File: config.mk
export PLATFORM = sky130hd
export DESIGN_NAME = pnp_resource_tag_parser
export DESIGN_NICKNAME = d
export VERILOG_FILES = /design/src/sv/pnp_rtp_pkg.sv /design/src/sv/pnp_resource_tag_parser.sv
export SDC_FILE = /design/constraint.sdc
export NUM_CORES = 1
export LEC_CHECK = 0
export ABC_AREA = 1
export BUFFER_PORTS_ARGS = -buffer_cell sky130_fd_sc_hd__clkbuf_2
export CAP_MARGIN = 20
export CORE_ASPECT_RATIO = 1.1
export CORE_MARGIN = 5
export CORE_UTILIZATION = 60
export CTS_CLUSTER_DIAMETER = 30
export CTS_CLUSTER_SIZE = 25
export DETAILED_ROUTE_END_ITERATION = 16
export GPL_TIMING_DRIVEN = 0
export PLACE_DENSITY = 0.87
export SLEW_MARGIN = 0
export SYNTH_ARGS = -nofsm -noshare
export SYNTH_HDL_FRONTEND = slang
export SYNTH_SLANG_ARGS = --single-unit
File: constraint.sdc
create_clock -name i_clk -period 6.6 [get_ports i_clk]
set_input_delay 1.65 -clock i_clk [delete_from_list [all_inputs] [get_ports i_clk]]
set_output_delay 1.65 -clock i_clk [all_outputs]
set_load 0.03 [all_outputs]
File: src/sv/pnp_rtp_pkg.sv
// Package for the resource-data tag parser: byte classes, phase codes,
// stop reasons and tag constants. No dependencies.
package pnp_rtp_pkg;

    localparam int unsigned HEADER_BYTES = 9;

    // byte classes reported per transfer
    localparam logic [3:0] CLS_HEADER  = 4'd0;
    localparam logic [3:0] CLS_TAG     = 4'd1;
    localparam logic [3:0] CLS_LENLO   = 4'd2;
    localparam logic [3:0] CLS_LENHI   = 4'd3;
    localparam logic [3:0] CLS_STRING  = 4'd4;
    localparam logic [3:0] CLS_DEVID   = 4'd5;
    localparam logic [3:0] CLS_SKIP    = 4'd6;
    localparam logic [3:0] CLS_ENDPAY  = 4'd7;
    localparam logic [3:0] CLS_IGNORED = 4'd8;

    // parser phases
    localparam logic [3:0] PH_HEADER  = 4'd0;
    localparam logic [3:0] PH_TAG     = 4'd1;
    localparam logic [3:0] PH_LENLO   = 4'd2;
    localparam logic [3:0] PH_LENHI   = 4'd3;
    localparam logic [3:0] PH_STRING  = 4'd4;
    localparam logic [3:0] PH_DEVID   = 4'd5;
    localparam logic [3:0] PH_SKIP    = 4'd6;
    localparam logic [3:0] PH_ENDPAY  = 4'd7;
    localparam logic [3:0] PH_STOPPED = 4'd8;

    // stop reasons
    localparam logic [1:0] STOP_NONE    = 2'd0;
    localparam logic [1:0] STOP_BAD_HDR = 2'd1;
    localparam logic [1:0] STOP_BAD_TAG = 2'd2;
    localparam logic [1:0] STOP_END_TAG = 2'd3;

    localparam logic [6:0] TYPE_STRING = 7'h02;
    localparam logic [3:0] TYPE_DEVID  = 4'h2;
    localparam logic [3:0] TYPE_END    = 4'hf;
    localparam int unsigned DEVID_BYTES = 4;

    localparam logic [7:0] ASCII_NUL = 8'h00;
    localparam logic [7:0] ASCII_CR  = 8'h0d;
    localparam logic [7:0] ASCII_LF  = 8'h0a;
    localparam logic [7:0] BYTE_ONES = 8'hff;

endpackage

File: src/sv/pnp_resource_tag_parser.sv
// Each accepted input byte is classified into the output result register.
// Throughput: one byte per cycle while the result side is not stalled; the parser state
// updates on each input transfer and the result register takes the next byte while a result is taken in the same cycle.
// Reset (i_rst_n low, synchronous) returns the parser to the header phase and
// empties the result register. i_new_card restarts parsing in any phase.
// Resource-data byte classifier, single stage. Depends on pnp_rtp_pkg.
module pnp_resource_tag_parser (
    input  logic       i_clk,
    input  logic       i_rst_n,
    input  logic       i_in_valid,
    output logic       o_in_ready,
    input  logic [7:0] i_data_byte,
    input  logic       i_new_card,
    output logic       o_out_valid,
    input  logic       i_out_ready,
    output logic [3:0] o_byte_class,
    output logic       o_printable,
    output logic [6:0] o_resource_type,
    output logic       o_is_large,
    output logic [1:0] o_id_index,
    output logic [1:0] o_stop_reason,
    output logic       o_done_res
);
    import pnp_rtp_pkg::*;

    localparam logic [3:0] HDR_LAST = 4'(HEADER_BYTES);

    typedef struct packed {
        logic [3:0]  phase;
        logic [3:0]  hdr_count;
        logic        hdr_zero;
        logic        hdr_ones;
        logic [15:0] rem_len;
        logic [6:0]  cur_type;
        logic        large_flag;
        logic [2:0]  id_count;
        logic [1:0]  reason;
    } t_state;

    localparam t_state ST_RESET = '{
        phase: PH_HEADER, hdr_count: 4'd0, hdr_zero: 1'b1, hdr_ones: 1'b1,
        rem_len: 16'd0, cur_type: 7'd0, large_flag: 1'b0, id_count: 3'd0,
        reason: STOP_NONE};

    t_state     r_st, n_st, w_cur;
    logic       r_out_valid;
    logic [3:0] r_class, n_class;
    logic       r_prn, n_prn;
    logic [1:0] r_idx, n_idx;
    logic       w_take;
    logic [15:0] w_dec;
    logic [2:0]  w_len;

    assign o_in_ready = !r_out_valid || i_out_ready;
    assign w_take     = i_in_valid && o_in_ready;

    always_comb begin
        w_cur   = i_new_card ? ST_RESET : r_st;
        n_st    = w_cur;
        n_class = CLS_IGNORED;
        n_prn   = 1'b0;
        n_idx   = 2'd0;
        w_dec   = w_cur.rem_len - 16'd1;
        w_len   = i_data_byte[2:0];
        case (w_cur.phase)
            PH_HEADER: begin
                n_class = CLS_HEADER;
                if (i_data_byte != 8'h00) n_st.hdr_zero = 1'b0;
                if (i_data_byte != BYTE_ONES) n_st.hdr_ones = 1'b0;
                n_st.hdr_count = w_cur.hdr_count + 4'd1;
                if (n_st.hdr_count >= HDR_LAST) begin
                    if (n_st.hdr_zero || n_st.hdr_ones) begin
                        n_st.reason = STOP_BAD_HDR;
                        n_st.phase  = PH_STOPPED;
                    end else begin
                        n_st.phase = PH_TAG;
                    end
                end
            end
            PH_TAG: begin
                n_class = CLS_TAG;
                if (i_data_byte == 8'h00 || i_data_byte == BYTE_ONES) begin
                    n_st.reason = STOP_BAD_TAG;
                    n_st.phase  = PH_STOPPED;
                end else if (i_data_byte[7]) begin
                    n_st.large_flag = 1'b1;
                    n_st.cur_type   = i_data_byte[6:0];
                    n_st.rem_len    = 16'd0;
                    n_st.phase      = PH_LENLO;
                end else begin
                    n_st.large_flag = 1'b0;
                    n_st.cur_type   = {3'd0, i_data_byte[6:3]};
                    if (i_data_byte[6:3] == TYPE_DEVID && w_len >= 3'(DEVID_BYTES)) begin
                        n_st.rem_len  = {13'd0, w_len - 3'(DEVID_BYTES)};
                        n_st.id_count = 3'd0;
                        n_st.phase    = PH_DEVID;
                    end else if (i_data_byte[6:3] == TYPE_END) begin
                        // empty end tag still consumes one byte
                        n_st.rem_len = (w_len == 3'd0) ? 16'd1 : {13'd0, w_len};
                        n_st.phase   = PH_ENDPAY;
                    end else begin
                        n_st.rem_len = {13'd0, w_len};
                        n_st.phase   = (w_len != 3'd0) ? PH_SKIP : PH_TAG;
                    end
                end
            end
            PH_LENLO: begin
                n_class      = CLS_LENLO;
                n_st.rem_len = {8'd0, i_data_byte};
                n_st.phase   = PH_LENHI;
            end
            PH_LENHI: begin
                n_class      = CLS_LENHI;
                n_st.rem_len = {i_data_byte, w_cur.rem_len[7:0]};
                if (n_st.rem_len == 16'd0) begin
                    n_st.phase = PH_TAG;
                end else begin
                    n_st.phase = (w_cur.cur_type == TYPE_STRING) ? PH_STRING : PH_SKIP;
                end
            end
            PH_STRING: begin
                n_class = CLS_STRING;
                n_prn   = (i_data_byte != ASCII_NUL) && (i_data_byte != ASCII_CR)
                          && (i_data_byte != ASCII_LF);
                n_st.rem_len = w_dec;
                if (w_dec == 16'd0) n_st.phase = PH_TAG;
            end
            PH_DEVID: begin
                n_class       = CLS_DEVID;
                n_idx         = w_cur.id_count[1:0];
                n_st.id_count = w_cur.id_count + 3'd1;
                if (n_st.id_count >= 3'(DEVID_BYTES)) begin
                    n_st.phase = (w_cur.rem_len != 16'd0) ? PH_SKIP : PH_TAG;
                end
            end
            PH_SKIP: begin
                n_class      = CLS_SKIP;
                n_st.rem_len = w_dec;
                if (w_dec == 16'd0) n_st.phase = PH_TAG;
            end
            PH_ENDPAY: begin
                n_class      = CLS_ENDPAY;
                n_st.rem_len = w_dec;
                if (w_dec == 16'd0) begin
                    n_st.reason = STOP_END_TAG;
                    n_st.phase  = PH_STOPPED;
                end
            end
            default: begin
                n_class = CLS_IGNORED;
            end
        endcase
    end

    always_ff @(posedge i_clk) begin
        if (!i_rst_n) begin
            r_st        <= ST_RESET;
            r_out_valid <= 1'b0;
        end else begin
            if (w_take) begin
                r_st        <= n_st;
                r_out_valid <= 1'b1;
            end else if (i_out_ready) begin
                r_out_valid <= 1'b0;
            end
        end
    end

    // result payload; resource fields are read back from the parser state
    always_ff @(posedge i_clk) begin
        if (w_take) begin
            r_class <= n_class;
            r_prn   <= n_prn;
            r_idx   <= n_idx;
        end
    end

    assign o_out_valid     = r_out_valid;
    assign o_byte_class    = r_class;
    assign o_printable     = r_prn;
    assign o_id_index      = r_idx;
    assign o_resource_type = r_st.cur_type;
    assign o_is_large      = r_st.large_flag;
    assign o_stop_reason   = r_st.reason;
    assign o_done_res      = (r_st.phase >= PH_STOPPED);

    a_prn_only_string: assert property (@(posedge i_clk) disable iff (!i_rst_n)
        r_out_valid && r_prn |-> r_class == CLS_STRING)
        else $error("printable set on a non-string byte");

    a_idx_only_devid: assert property (@(posedge i_clk) disable iff (!i_rst_n)
        r_out_valid && (r_idx != 2'd0) |-> r_class == CLS_DEVID)
        else $error("device id index set on a non-id byte");

    a_done_has_reason: assert property (@(posedge i_clk) disable iff (!i_rst_n)
        (r_st.phase >= PH_STOPPED) == (r_st.reason != STOP_NONE))
        else $error("stop reason and stopped phase disagree");

    a_phase_legal: assert property (@(posedge i_clk) disable iff (!i_rst_n)
        r_st.phase <= PH_STOPPED)
        else $error("parser phase out of range");

    a_restart_header: assert property (@(posedge i_clk) disable iff (!i_rst_n)
        w_take && i_new_card |=> r_class == CLS_HEADER && r_st.reason == STOP_NONE)
        else $error("new card did not restart in header phase");

endmodule

Yosys cells after proc, flatten, opt, wreduce, memory -nomap -nowiden

Cells that the tools add are included.
W data, S select, Z words.

Register bits after elaboration: 47
Bits of input ports: 13
Output and inout bits: 20
Logic and storage cells: 92

Add/sub/neg operators: 4
$lt $le $gt $ge: 4
Eq/ne operators: 14
Muxes and demuxes: 38
Reduce and logical (&&, ||, !) cells: 19

Operators by type and width:

| kind                    | count |
|---|---|
| $pmux W16 S4            | 1 |
| $mux W39                | 1 |
| $logic_not A16 Y1       | 2 |
| $mux W4                 | 8 |
| $pmux W4 S8             | 1 |
| $pmux W4 S7             | 1 |
| $mux W27                | 1 |
| $mux W3                 | 9 |
| $eq A4 B3 Y1 const B    | 4 |
| $ne A8 B4 Y1 const B    | 2 |
| $reduce_bool A16 Y1     | 1 |
| $sub A16 B1 Y16 const B | 1 |
| $eq A4 B2 Y1 const B    | 3 |
| $mux W11                | 1 |
| $mux W2                 | 5 |
| $eq A8 B8 Y1 const B    | 1 |
| $ge A4 B4 Y1 const B    | 2 |
| $logic_not A8 Y1        | 1 |
| $mux W8                 | 1 |
| $ne A8 B8 Y1 const B    | 1 |
| $reduce_bool A8 Y1      | 1 |
| $eq A7 B2 Y1 const B    | 1 |
| $ge A3 B3 Y1 const B    | 2 |
| $mux W1                 | 6 |
| other kinds (17)        | 22 |

Longest topological paths before layout

Gate-level depths: netlist of the first run.

Word-level depth: 7
Mapped depth: 17
Mapped depth without buffers: 17

Least setup slack after synthesis of the first run

OpenSTA, ideal clock, no wires.

Kind: input to output
Start point: in i_out_ready
End point: out o_in_ready
Data arrival time: 1.908 ns
Required time: 4.950 ns
Path slack: 3.042 ns
Cell stages on the path: 2
Buffers on the path: 0
Path through: inv_1 nand2_1

Word-level cells in the longest chain between the ends: 1

RTL lines:

| what               | RTL line                      | source |
|---|---|---|
| start, declared    | pnp_resource_tag_parser.sv:15 | `input logic i_out_ready,` |
| $logic_or A1 B1 Y1 | pnp_resource_tag_parser.sv:54 | `assign o_in_ready = !r_out_valid \|\| i_out_ready;` |
| end, declared      | pnp_resource_tag_parser.sv:11 | `output logic o_in_ready,` |

No other way between the ends.

Worst setup path in the final report of the first run

Same ends and word-level chain as after synthesis.

==> metrics.md, run 1 <==
| Metric | Value |
|---|---|
| Status | completed |
| Post-route minimum period | 3.70 ns |
| GP Congestion | 0.971 |
| Critical path capture point type | output pin |
| Cell Area, Placed | 3740 µm² |
| CTS max path bufs | 2 |
| Critical path capture point | o_in_ready |
| R2r worst-path depth | 12 |
| Distinct cells, synth | 39 |
| Synth Area in Compound Gates | 0.220 |
| Remaining Overflow, GRT | 0 |
| Syn_nets | a little under 600 |
| Met1 wire length | approximately 4300 µm |
| Worst EP required | 4.95 ns |
| Final Max Slew Viols | 0 |
| DRC Markers | 0 |
| Drt total wl | between 10,000 and 15,000 µm |
| DR WL/cell | 16.4 µm |
| RR Endpoint | o_stop_reason[1] |
| Overall Power | slightly below 0.8 mW |
| Largest vdd supply drop | 147 µV |
| Largest net degree at the start of global routing | 17 |
| Reg-to-Reg Start | r_st[14] |
| Total track usage | 0.307 |
| CTS tree | yes |
| Global-route wire length before repair | between 15,000 and 20,000 µm |
| Setup Fix Bufs, Post-CTS | 0 |
| Cells after Synth | between 500 and 600 |
| Synth-to-Final Area Change | 10.3% |
| Lkg Pwr | 1.97 nW |
| Relative slew slack | 0.582 |
| Synthesized area | approximately 3500 µm² |
| Logic pwr share | 0.308 |
| #FFs+latches synth | 47 |
| Die width | just over 80 µm |
| N_diodes | 0 |
| CTS sink count | 47 |
| Die area | approximately 7400 µm² |
| Clock insertion delay at the later pin of the skew report | approximately 0.3 ns |
| Seq/Total Area, Yosys | 0.290 |
| Worst setup path class | in -> out |
| Fmax | between 0.2 and 0.3 GHz |
| DRT Pass-1 Iters | 5 |
| Nets | roughly 620 |
| Avg Cell Area, Syn | just over 6 µm² |
| Worst-Margin Slew | approximately 0.63 ns |
| Maxcap violations | 0 |
| I/O pins | 33 |
| Path category of the worst min-delay check | reg -> reg |
| Dominant cells by area after synthesis | dfxtp_1 (23%), nand2_1 (16%), inv_1 (7.7%), o21ai_0 (7.2%), nor2_1 (6.1%) |
| RSZ-0062 raised after global routing | no |
| Vias in the first global route | about 3,800 |
| Reg-to-reg slack, setup | approximately 4.3 ns |
| Largest family of logic cells by synthesized area | simple AND/OR/NAND/NOR gates |
| Design area | 3850 µm² |
| Post-Synth XOR/XNOR Area | 0.00251 |
| Critical Path Fanout Max | 3 |
| Routed length on met2 | between 5000 and 6000 µm |
| Met3 WL | 1020 µm |
| Total CTS buffers | 5 |
| Final period util | 0.560 |
| Pwr/cell area | ~200 nW/µm² |
| Post-Synth Adder-Cell Area | 0.0179 |
| Initial antenna violation count | 0 |
| Internal power | 0.493 mW |
| H-tree levels | 2 |
| Synth warn | 0 |
| Synth Area in Simple Gates | 0.339 |
| # rows | 29 |
| Initial Utilization | 0.613 |
| Fin. Hold Viols | 0 |
| Total Neg Setup Slack | 0 ns |
| Type of element launching the critical path | input pin |
| PortBufs | 31 |
| Area leader, netlist | dfxtp_1 |
| Ys flop type | dfxtp_1 |
| CTS Hold Bufs | 0 |
| ANT nets after route | 0 |
| Top layer in use | met4 |
| CTS root buffer | clkbuf_8 |
| DIE HEIGHT | about 90 µm |
| Vias per cell | 6.01 |
| Post-synthesis mux area share | 0 |
| Layout Skew | 0.00974 ns |
| Fillers | 557 |
| Core area | 5700 µm² |
| EDFF count, synth | 7 |
| Routed vias | 4,082 |
| Clk network pwr share | 0.272 |
| DR iter-0 viols | between 300 and 400 |
| Final HPWL DP | approximately 8400 µm |
| Flop pwr share | 0.420 |
| Post-synthesis async set-or-reset flop share | 0 |
| Critical path origin | i_out_ready |
| Switching Fraction | 0.362 |
| Arr. time, crit path | around 2 ns |
| Endpoints failing setup | 0 |
| Clock transition at path regs | around 0.080 ns |
| CTS resizes | 0 |
| Switching pwr | 0.280 mW |
| Yosys top cell area share | 0.229 |
| Layout cells sized above 1 | 0.130 |
-- critical path: stages --
cell and delay (ns):
clkbuf_2 0.07, inv_1 0.03, nand2_1 0.08, clkbuf_2 0.21
-- cells in the mapped netlist (2+ instances only) --
master and instances:
nand2_1 151, inv_1 72, nor2_1 57, o21ai_0 50, dfxtp_1 40, nand3_1 39
a21oi_1 27, clkbuf_1 13, buf_4 11, a221oi_1 7, edfxtp_1 7, nor3_1 7
o221ai_1 7, o22ai_1 7, a31oi_1 6, ha_1 5, nand2_2 5, o211ai_1 5
inv_2 4, nand3_2 4, nand4_1 4, nor2_2 4, o21ai_1 4, a41oi_1 3
buf_2 3, o21ai_2 3, a21oi_2 2, buf_6 2, nand3b_1 2, nor2_4 2
nor4_1 2
-- per-layer routing --
metal | up-vias | track usage
met4 | 0 | 0.138
met1 | 1851 | 0.387
li1 | 1949 | -
met2 | 238 | 0.502
met5 | - | 0
met3 | 44 | 0.0490
-- area by class of cell --
| type | instances | area [µm²] | share of cell area |
|---|---|---|---|
| Clock inverter | 3 | 38.8 | 0.0101 |
| Buffer | 29 | 169 | 0.0439 |
| Multi-Input combinational cell | 410 | 2020 | 0.525 |
| Clock buffer | 5 | 68.8 | 0.0179 |
| Timing Repair Buffer | 31 | 155 | 0.0403 |
| Tap cell | 77 | 96.3 | 0.0250 |
| Sequential cell | 47 | 1010 | 0.263 |
| Inverter | 77 | 289 | 0.0751 |
-- power by group through the flow --
stage,Sequential [mW],Clock (mW),Combinational [mW]
6_report,0.325,0.210,0.238
2_1_floorplan,0.333,0,0.164
5_1_grt,0.327,0.228,0.261
3_3_place_gp,0.330,0,0.227
4_1_cts,0.324,0.213,0.231
3_5_place_dp,0.331,0,0.231
-- cells in the final DEF, fill, tap and decap left out, drive strengths merged, types with 3 or more instances in the layout --
master  count
clkinv      3
nand2     156
a41oi       3
edfxtp      7
clkbuf     49
nand4       4
a21oi      29
nand3      43
buf        16
o221ai      7
o22ai       7
ha          5
dfxtp      40
nor3        7
inv        76
a221oi      7
o21ai      57
a31oi       6
o211ai      5
nor2       63
-- worst min path at each step --
stage                  start        to  slack, ns  cells after the start
global placement    r_st[29]  r_st[29]       0.44                      2
detailed placement  r_st[29]  r_st[29]       0.45                      2
CTS                 r_st[29]  r_st[29]       0.47                      2
global route        r_st[29]  r_st[29]       0.50                      2
finish              r_st[29]  r_st[29]       0.47                      2
floorplan           r_st[29]  r_st[29]       0.43                      2
-- sequential cells by signal, summed over array words and instances (netlist names) --
| name | cells |
|---|---|
| r_st | 29 |
| o_resource_type | 7 |
| o_byte_class | 4 |
| o_id_index | 2 |
| o_stop_reason | 2 |
| o_is_large | 1 |
| o_out_valid | 1 |
| o_printable | 1 |
-- cells by family (layout without fill, tap and decap cells) --
group / count (synthesis) / count (layout)
compound gates: 127 / 127
xor+xnor: 1 / 1
fa+ha+maj: 5 / 5
buf+inv: 106 / 145
flops: 47 / 47
simple gates: 277 / 277
-- stage by stage --
stage | hold WS, ns | cells | setup WS (ns) | utilization
6_report | 0.472 | 679 | 2.90 | 0.676
5_1_grt | 0.499 | 679 | 2.77 | 0.676
4_1_cts | 0.474 | 679 | 2.90 | 0.676
3_5_place_dp | 0.454 | 671 | 2.72 | 0.657
3_3_place_gp | 0.439 | 671 | 2.75 | 0.657
2_1_floorplan | 0.431 | 563 | 3.04 | -
Note: power is estimated with default switching activity, not from simulation.
==> inputs of run 2 (changes only) <==
Settings changed: CORE_UTILIZATION 60 to 54, PLACE_DENSITY 0.87 to 0.83.
Clock period 6.6 ns to 3.31 ns, I/O delays scaled along.
==> metrics.md, run 2 (synthesis gave the netlist of run 1 again) <==
| Metric | Value |
|---|---|
| Status | completed |
| Worst EP required | roughly 3.5 ns |
| Routed length on met2 | between 5000 and 6000 µm |
| DR WL/cell | around 17 µm |
| I/O pins | 33 |
| Arr. time, crit path | ~3 ns |
| Fin. Hold Viols | 0 |
| Largest vdd supply drop | around 260 µV |
| CTS resizes | 0 |
| R2r worst-path depth | 12 |
| Maxcap violations | 0 |
| Layout Skew | between 0.007 and 0.008 ns |
| Final period util | 0.836 |
| DIE HEIGHT | approximately 94 µm |
| Global-route wire length before repair | approximately 18,000 µm |
| Endpoints failing setup | 0 |
| Worst setup path class | in -> reg |
| Reg-to-Reg Start | r_st[14] |
| DR iter-0 viols | around 350 |
| Layout cells sized above 1 | 0.131 |
| ANT nets after route | 0 |
| Total track usage | 0.276 |
| Top layer in use | met4 |
| CTS tree | yes |
| Initial antenna violation count | 0 |
| Pwr/cell area | 387 nW/µm² |
| Setup Fix Bufs, Post-CTS | 0 |
| H-tree levels | 2 |
| Total CTS buffers | 5 |
| CTS max path bufs | 2 |
| Dpl ws | between 0.2 and 0.25 ns |
| Most frequent cells in the layout | nand2_1 (151), inv_1 (72), nor2_1 (57), o21ai_0 (50), dfxtp_1 (40) |
| PortBufs | 31 |
| Fmax | approximately 0.36 GHz |
| Hold Slack | roughly 0.47 ns |
| Initial Utilization | 0.560 |
| CP max stage delay | 0.27 ns |
| RSZ-0062 raised after global routing | no |
| CP cell instances | clkbuf_2 -> inv_2 -> buf_6 -> buf_4 -> buf_4 -> nand2_1 -> inv_1 -> ha_1 -> nand2_1 -> o21ai_0 -> inv_1 -> nand3_1 -> nand2_1 -> inv_1 -> nand2_1 -> nand2_1 -> a21oi_2 |
| Overall Power | about 1.5 mW |
| Relative slew slack | 0.540 |
| Path category of the worst min-delay check | reg -> reg |
| Die area | approximately 8000 µm² |
| Vias in the first global route | 3,730 |
| Final HPWL DP | ~8600 µm |
| Final Max Slew Viols | 0 |
| Reg-to-reg slack, setup | roughly 1.1 ns |
| CTS sink count | 47 |
| # rows | 30 |
| Met1 wire length | roughly 4600 µm |
| Remaining Overflow, GRT | 0 |
| HP Start | r_st[29] |
| Clock insertion delay at the later pin of the skew report | about 0.31 ns |
| Worst-Margin Slew | between 0.6 and 0.7 ns |
| Largest net degree at the start of global routing | 17 |
| Clock transition at path regs | 0.10 ns |
| DRT Pass-1 Iters | 5 |
| Setup slack after layout | 0.543 ns |
| GP Congestion | around 1.0 |
| Max reg flops | 29 |
| Fillers | 627 |
| Core area | approximately 6200 µm² |
| Most flop-heavy register | r_st |
| DRC Markers | 0 |
| Nets | about 620 |
| CTS root buffer | clkbuf_8 |
| Vias per cell | ~5.9 |
| RR Endpoint | o_stop_reason[1] |
| Critical Path Fanout Max | 10 |
| Cell mode on critical path | nand2_1 |
| Util after Layout | 0.615 |
| Routed vias | around 4,000 |
| Die width | 86.7 µm |
| Worst Hold Path Cells | 2 |
| Total Neg Setup Slack | 0 ns |
| Lkg Pwr | 1.96 nW |
| CTS Hold Bufs | 0 |
| Post-route minimum period | 2.77 ns |
| Commonest non-fill, non-tap cell in the layout | nand2_1 |
| Critical path origin | i_new_card |
| Critical path capture point type | register |
| Type of element launching the critical path | input pin |
| Synth-to-Final Area Change | 9.86% |
| N_diodes | 0 |
| Met3 WL | between 700 and 800 µm |
| Worst Hold End | r_st[29] |
| Drt total wl | ~11,000 µm |
| Slowest stage cell, crit path | o21ai_0 |
run 2: cell count changes in the layout (fill, tap and decap cells not counted):
cell        change
clkinvlp_4      +2
bufinv_16       -1
clkinv_1        -1
run 2: power breakdown:
part	internal [mW]	total, mW	switching (mW)
Sequential	0.618	0.648	0.0301
Clock	0.148	0.365	0.217
Combinational	0.144	0.473	0.329
Total	0.910	1.49	0.576
run 2: stage by stage:
stage,instance area [µm²],cells
floorplan,3490,563
global placement,3750,674
detailed placement,3750,674
CTS,3830,682
global route,3830,682
finish,3830,682
run 2: worst max-delay path: cells and delay by family:
family                   cells  cell delay, ns
buffers and inverters        8            1.12
adder cells (fa/ha/maj)      1            0.17
AND/OR/NAND/NOR              6            0.50
AO/OA/AOI/OAI                2            0.32
run 2: worst max-delay path by stage:
stage                                  end  slack [ns]  depth (start not counted)
final                     o_stop_reason[0]        0.54                         17
after global routing      o_stop_reason[1]        0.31                         16
after CTS                 o_stop_reason[0]        0.57                         17
after detailed placement  o_stop_reason[0]        0.25                         17
after global placement            r_st[35]        0.30                         15
after floorplan           o_stop_reason[0]        0.89                         16
run 2: area by class of cell:
class | instances | area, µm² | area share
inverter | 77 | 289 | 0.0754
clock inverter | 3 | 20.0 | 0.00522
timing repair buffer | 31 | 155 | 0.0405
sequential | 47 | 1010 | 0.264
multi-input combinational | 410 | 2020 | 0.527
buffer | 29 | 169 | 0.0440
clock buffer | 5 | 68.8 | 0.0179
tap | 80 | 100 | 0.0261
run 2: layer usage:
layer | global-route usage | up-vias
met5 | 0 | -
met4 | 0.139 | 0
met3 | 0.0368 | 47
met2 | 0.471 | 186
met1 | 0.337 | 1841
li1 | - | 1944
